## config.mk

```make
export PLATFORM = sky130hd
export DESIGN_NAME = spmd_ram
export DESIGN_NICKNAME = d
export VERILOG_FILES = /design/src/sv/spmd_ram.sv
export SDC_FILE = /design/constraint.sdc
export NUM_CORES = 1
export LEC_CHECK = 0
export BUFFER_PORTS_ARGS = -buffer_cell sky130_fd_sc_hd__buf_2
export CAP_MARGIN = 20
export CORE_MARGIN = 4
export CORE_UTILIZATION = 61
export DETAILED_ROUTE_END_ITERATION = 8
export GPL_TIMING_DRIVEN = 1
export PLACE_DENSITY = 0.78
export SLEW_MARGIN = 30
export SYNTH_ARGS = -nofsm -noshare
export SYNTH_HDL_FRONTEND = slang
export SYNTH_SLANG_ARGS = --single-unit
```

## constraint.sdc

```tcl
create_clock -name clock -period 3 [get_ports clock]
set_input_delay 0.6 -clock clock [delete_from_list [all_inputs] [get_ports clock]]
set_output_delay 0.6 -clock clock [all_outputs]
set_load 0.02 [all_outputs]
```

## src/sv/spmd_ram.sv

```systemverilog
`default_nettype none
module spmd_ram #(
   parameter int WIDTH = 8,
   parameter int DEPTH = 32
) (
   input  wire logic                     clock,
   input  wire logic                     wr_en,
   input  wire logic [$clog2(DEPTH)-1:0] wr_addr,
   input  wire logic [WIDTH-1:0]         wr_data,
   input  wire logic [$clog2(DEPTH)-1:0] rd_addr,
   output logic      [WIDTH-1:0]         rd_data
);
   logic [WIDTH-1:0] mem [DEPTH];

   always_ff @(posedge clock) begin
      if (wr_en) begin
         mem[wr_addr] <= wr_data;
      end
      rd_data <= mem[rd_addr];
   end
endmodule
`default_nettype wire

```

==> impl_metrics.csv, run 1 <==
group,metric,value,unit
die,core,16000,um2
timing,setup_viol,0,
timing,hold_viol_final,0,
layout,num-nets-final,502,
die,num_io_pins,28,
setup_path,worst-r2r-cell-count,3,
timing,finalCritPeriodShare,72.58,%
clock_network,tritoncts,"yes",
synthesis,ys_seq_area_share,78.06,%
global_routing,grt_pass1_vias,4728,
die,initial_core_util,62.83,%
timing,setup_ws,0.8225,ns
setup_path,cp_common_cell,"mux4_2",
timing,period_needed,2.178,ns
clock_network,cts_buffer_depth,3,
setup_path,critical_path.cell_chain,"buf_4 > buf_12 > mux4_2 > mux4_2 > mux2_2",
timing,worst_pin_slew,0.8261,ns
clock_network,cts_resized,0,
synthesis,synth_area,10050,um2
timing,maxSlewViolCount,0,
layout,n_antenna_cell,0,
placement,routabilityCongestion,0.7726,
clock_network,cts_setup_buffers,0,
detailed_routing,drt_iter0_drc,621,
setup_path,worst-path-buf-inv,2,
setup_path,timing_worst_setup_path_type,"primary input to register",
detailed_routing,post_drt_wl_per_cell,29.88,um
detailed_routing,antenna_left,0,
setup_path,slowest_stage,"mux4_2",
timing,relSlewSlack,44.72,%
setup_path,cpPeakStageDelay,0.54,ns
hold_path,hold_path.class,"primary input to register",
timing,rsz0062_at_grt,"false",
synthesis,synth_area_per_cell,24.11,um2
synthesis,ys.warnings.count,0,
placement,dp_slack,0.2954,ns
detailed_routing,drc,0,
status,status,"finished, final reports clean",
timing,fmax,459.2,MHz
hold_path,hold_path_depth,2,
placement,hpwl,12.68,mm
setup_path,arrival,2.57,ns
die,die_w,136.4,um
detailed_routing,vias,4675,
power_and_ir_drop,powerDensity,668.2,nW/um2
clock_network,htree_levels,1,
setup_path,cp-start-kind,"primary input",
power_and_ir_drop,p_leak,3.655,nW
die,die_y,136.4,um
global_routing,grt_usage,24.70,%
clock_network,cts_inserted_buffers,25,
layout,area_delta_synth_final,13.94,%
power_and_ir_drop,total_power,7.655,mW
global_routing,grt_max_degree,65,
placement,port_buffers,27,
setup_path,cp.required,3.39,ns
global_routing,antenna_found_initial,0,
setup_path,cp_num_cells,5,
setup_path,critPathMaxFanout,18,
timing,skew,0.02067,ns
synthesis,synth_seq_cells,264,
clock_network,clk_latency,0.51,ns
synthesis,syn_inst,417,
global_routing,grt_overflow,0,
clock_network,cts_hold_buf,0,
die,dieArea,18600,um2
detailed_routing,first_pass_iters,5,
setup_path,crit_family,"multiplexers",
global_routing,grt_first_pass_wirelength,32.29,mm
die,rows,46,
detailed_routing,vias_per_cell,6.520,
timing,setup_tns,0,ns
synthesis,ys_types,15,
clock_network,clock_sinks,264,
synthesis,syn_nets,437,
setup_path,cp-end-kind,"register",
detailed_routing,drt-total-wl,21.43,mm
clock_network,clockRootBuffer,"clkbuf_16",
layout,drive_gt1_share,36.93,%
power_and_ir_drop,vdd_drop_max,0.4854,mV
clock_network,clk_pin_slew_worst_paths,0.07,ns
job,cap_violations,0,
## through the flow
stage / hold slack, ns / area, um2 / utilization (%) / std cells
detailed placement: 0.8902 / 10640 / 66.48 / 671
floorplan: 0.6989 / 10050 / - / 417
CTS: 0.5262 / 11450 / 71.59 / 717
global route: 0.5401 / 11450 / 71.59 / 717
global placement: 0.8810 / 10640 / 66.48 / 671
finish: 0.5539 / 11450 / 71.59 / 717
## report_power, final
group | leakage, nW | internal (mW) | switching, mW
combinational | 0.884 | 0.174 | 0.234
sequential | 2.37 | 4.10 | 0.0228
clock | 0.397 | 1.85 | 1.27
total | 3.66 | 6.13 | 1.53
## worst reg2reg max path: stages (launching register included)
cell	delay, ns
edfxtp_1	0.42
mux4_2	0.56
mux4_2	0.54
mux2_2	0.28
## cell type report
type	instances	area (um2)
Clock buffer	36	686.9
Clock inverter	10	130.1
Fill cell	922	4546
Timing Repair Buffer	58	420.4
Sequential cell	264	7848
Multi-Input combinational cell	133	2100
Tap cell	216	270.3
## sequential cells by signal (all words and copies together) (netlist names)
register  count
mem         256
rd_data       8
## metal layers
metal | wire (um) | GRT usage, %
met1 | 8424 | 37.16
met4 | 497 | 6.271
met3 | 2064 | 5.848
met2 | 10440 | 37.64
met5 | 0 | 0
## kinds of logic after synthesis
group | synth area share [%]
flip-flops | 78.06
multiplexers | 18.82
AND/OR/NAND/NOR | 2.066
buffers and inverters | 1.058
## worst paths after layout
check | from | endpoint | slack, ns
hold reg to reg | mem[28][0] | rd_data[0] | 0.90
setup reg to reg | mem[21][1] | rd_data[1] | 1.08
setup / recovery | rd_addr[0] | rd_data[1] | 0.82
hold / removal | rd_addr[3] | rd_data[4] | 0.55
## cell usage after synthesis
cell      number  area share (%)
mux2_2         8            0.90
mux4_2        80              18
nor2_1        33             1.2
nand3_1        2            0.10
or3b_2         3            0.26
nand3b_1       5            0.37
buf_1          6            0.22
dfxtp_1        8             1.6
buf_6          1            0.11
clkbuf_1       6            0.22
buf_2          1           0.050
buf_4          6            0.45
edfxtp_1     256              76
or3_1          1           0.062
nand2_1        1           0.037
## cell usage in the layout, fill, tap and decap left out, drive strengths merged
cell type  Yosys  routed
buf           14      58
bufinv         0       3
clkbuf         6      36
clkinv         0       5
clkinvlp       0       1
dfxtp          8       8
edfxtp       256     256
inv            0       1
mux2           8       8
mux4          80      80
nand2          1       1
nand3          2       2
nand3b         5       5
nor2          33      33
or3            1       1
or3b           3       3
No activity file was read; power rests on OpenSTA's default activity.
==> run 2, diff against run 1 <==
--- a/config.mk
+++ b/config.mk
@@ -5,13 +5,14 @@
 export SDC_FILE = /design/constraint.sdc
 export NUM_CORES = 1
 export LEC_CHECK = 0
+export ABC_AREA = 1
 export BUFFER_PORTS_ARGS = -buffer_cell sky130_fd_sc_hd__buf_2
 export CAP_MARGIN = 20
 export CORE_MARGIN = 4
-export CORE_UTILIZATION = 61
+export CORE_UTILIZATION = 56
 export DETAILED_ROUTE_END_ITERATION = 8
 export GPL_TIMING_DRIVEN = 1
-export PLACE_DENSITY = 0.78
+export PLACE_DENSITY = 0.76
 export SLEW_MARGIN = 30
 export SYNTH_ARGS = -nofsm -noshare
 export SYNTH_HDL_FRONTEND = slang
==> constraint.sdc (replaced) <==
create_clock -name clock -period 2 [get_ports clock]
set_input_delay 0.4 -clock clock [delete_from_list [all_inputs] [get_ports clock]]
set_output_delay 0.4 -clock clock [all_outputs]
set_load 0.02 [all_outputs]
==> run 2 against run 1 <==
Net effect:
- first-iteration DRC count rose by 26%
- count of clock-buffer cells in the layout up 9
- critical path depth fell by 4
- sequential share of layout area down 3.6 points
- via count rose by 54%
- highest routed layer unchanged
- setup slack got worse by 0.31 ns
- critical path type is now register to primary output
==> impl_metrics.csv, run 2 <==
group,metric,value,unit
synthesis,yosysTopAreaCell,"edfxtp_1",
timing,finalCritPeriodShare,74.41,%
die,die_y,146.8,um
placement,dp_slack,0.1959,ns
synthesis,synth_area_leaders,"edfxtp_1 (71%), nand2_1 (13%), nand3_1 (9.5%), buf_6 (2.5%), dfxtp_1 (1.5%)",
layout,stdcell_count,1253,
global_routing,grt_first_pass_wirelength,39.52,mm
clock_network,cts_setup_buffers,0,
global_routing,grt_use_met3,4.072,%
global_routing,grt_usage,23.62,%
synthesis,synth_common_cells,"nand2_1 (360), edfxtp_1 (256), nand3_1 (204), nor2_1 (32), buf_6 (24)",
synthesis,synth_flop_cell,"edfxtp_1",
global_routing,grt_use_met1,32.90,%
synthesis,synth_area,10790,um2
layout,final_design_area_no_fill,12090,um2
setup_path,slowest_stage,"dfxtp_1",
setup_path,timing_worst_setup_path_type,"register to primary output",
placement,dpl_cell_area,11290,um2
layout,fin_util,64.19,%
setup_path,critPathMaxFanout,1,
layout,drive_gt1_share,11.08,%
global_routing,top_usage_layer,"met2",
detailed_routing,first_pass_iters,6,
global_routing,grt_overflow,0,
clock_network,tritoncts,"yes",
placement,hpwl,14.12,mm
setup_path,arrival,1.09,ns
synthesis,synth_top_cell_area_share,71.27,%
clock_network,clk_latency,0.53,ns
synthesis,ys_types,12,
setup_path,cp.required,1.60,ns
layout,num-nets-final,993,
timing,skew,0.01088,ns
placement,routabilityCongestion,0.8458,
die,initial_core_util,57.28,%
clock_network,htree_levels,1,
die,num_io_pins,28,
clock_network,cts_inserted_buffers,26,
hold_path,hold_path.class,"primary input to register",
setup_path,cp-end-kind,"primary output",
clock_network,cts_hold_buf,0,
timing,relSlewSlack,53.08,%
synthesis,synthArstFlopShare,0,%
setup_path,cpPeakStageDelay,0.38,ns
placement,port_buffers,27,
die,die_w,146.8,um
clock_network,clock_sinks,264,
timing,setup_ws,0.5118,ns
detailed_routing,vias,7216,
layout,final_cell_mix,"nand2_1 (360), edfxtp_1 (256), nand3_1 (204)",
clock_network,cts_resized,0,
synthesis,syn_inst,922,
die,dieArea,21550,um2
synthesis,ys.warnings.count,0,
synthesis,synth_area_per_cell,11.70,um2
layout,top_register,"mem",
detailed_routing,antenna_left,0,
timing,rsz0062_at_grt,"false",
die,rows,50,
layout,n_antenna_cell,0,
clock_network,clockRootBuffer,"clkbuf_16",
job,cap_violations,0,
layout,largest_reg_flops,256,
setup_path,critical_path.cell_chain,"buf_2",
layout,area_delta_synth_final,12.05,%
timing,period_needed,1.488,ns
timing,setup_viol,0,
detailed_routing,vias_per_cell,5.759,
die,core,18830,um2
detailed_routing,drt_iter0_drc,782,
global_routing,grt_pass1_vias,7023,
synthesis,ys_seq_area_share,72.75,%
global_routing,grt_max_degree,112,
setup_path,crit_family,"flip-flops",
status,status,"finished, final reports clean",
global_routing,antenna_found_initial,0,
timing,hold_viol_final,0,
timing,setup_tns,0,ns
detailed_routing,drt-total-wl,25.05,mm
timing,maxSlewViolCount,0,
layout,reg_top3,"mem (256), rd_data (8)",
synthesis,syn_nets,942,
power_and_ir_drop,powerDensity,950.4,nW/um2
setup_path,cp-start-kind,"register",
power_and_ir_drop,p_leak,4.550,nW
placement,dp_cells,1205,
timing,fmax,671.9,MHz
clock_network,cts_buffer_depth,3,
clock_network,clk_pin_slew_worst_paths,0.06,ns
timing,worst_pin_slew,0.7038,ns
synthesis,synth_edf_count,256,
power_and_ir_drop,vdd_drop_max,0.7493,mV
detailed_routing,post_drt_wl_per_cell,19.99,um
setup_path,worst-path-buf-inv,1,
layout,final_common_cell,"nand2_1",
synthesis,synth_seq_cells,264,
layout,nFillCells,1381,
detailed_routing,drc,0,
synthesis,synthMostInstantiatedCell,"nand2_1",
global_routing,grtUsageMet2,39.11,%
[run 2: cell types whose count changed in the layout (fill, tap and decap cells not counted), sizes merged, moves of 5 or more]
cell / delta
mux2: -8
buf: +17
nand2: +359
inv: +8
nand3b: -5
nand3: +202
clkbuf: +9
mux4: -80
[run 2: power by group]
part | switching [mW] | internal [mW]
clock network | 1.91 | 2.64
registers | 0.0244 | 6.15
logic | 0.559 | 0.208
[run 2: through the flow]
stage | hold slack (ns) | power (mW)
after global placement | 0.7523 | 7.021
after global routing | 0.2475 | 11.84
after CTS | 0.2226 | 11.52
after floorplan | 0.4989 | 6.751
after detailed placement | 0.7475 | 7.041
final | 0.2578 | 11.49
[run 2: final timing paths]
check,start,slack [ns],to,cells after the start
worst max-delay path,rd_data[3],0.51,rd_data[3],1
worst min-delay path,rd_addr[4],0.26,rd_data[0],3
worst max register to register,mem[9][7],0.80,rd_data[7],8
worst min register to register,mem[12][3],0.77,rd_data[3],8
[run 2: cell families after synthesis]
| family | share of synthesized area (%) |
|---|---|
| buffers and inverters | 4.141 |
| DFF | 72.75 |
| and+or+nand+nor | 23.11 |
[run 2: worst register-to-register path: stages, from the launching register on]
cell,delay (ns)
edfxtp_1,0.38
nand2_1,0.08
nand3_1,0.08
nand3_1,0.12
nand2_1,0.08
nand2_1,0.12
nand2_1,0.11
nand2_1,0.08
nand2_1,0.05
[run 2: area by class of cell]
cell class,instances,area (um2),area share (%)
Clock buffer,45,783.3,6.480
Inverter,10,38.79,0.3209
Multi-Input combinational cell,596,2492,20.62
Sequential cell,264,7848,64.93
Tap cell,260,325.3,2.692
Timing Repair Buffer,75,585.6,4.845
Clock inverter,3,13.76,0.1139
[run 2: per-layer routing]
| layer | share of wire, % | vias up | wire (um) |
|---|---|---|---|
| met3 | 9.3 | 56 | 2341 |
| met2 | 49 | 389 | 12380 |
| met5 | 0 | - | 0 |
| li1 | - | 3298 | - |
| met4 | 2.4 | 0 | 599 |
| met1 | 39 | 3473 | 9726 |
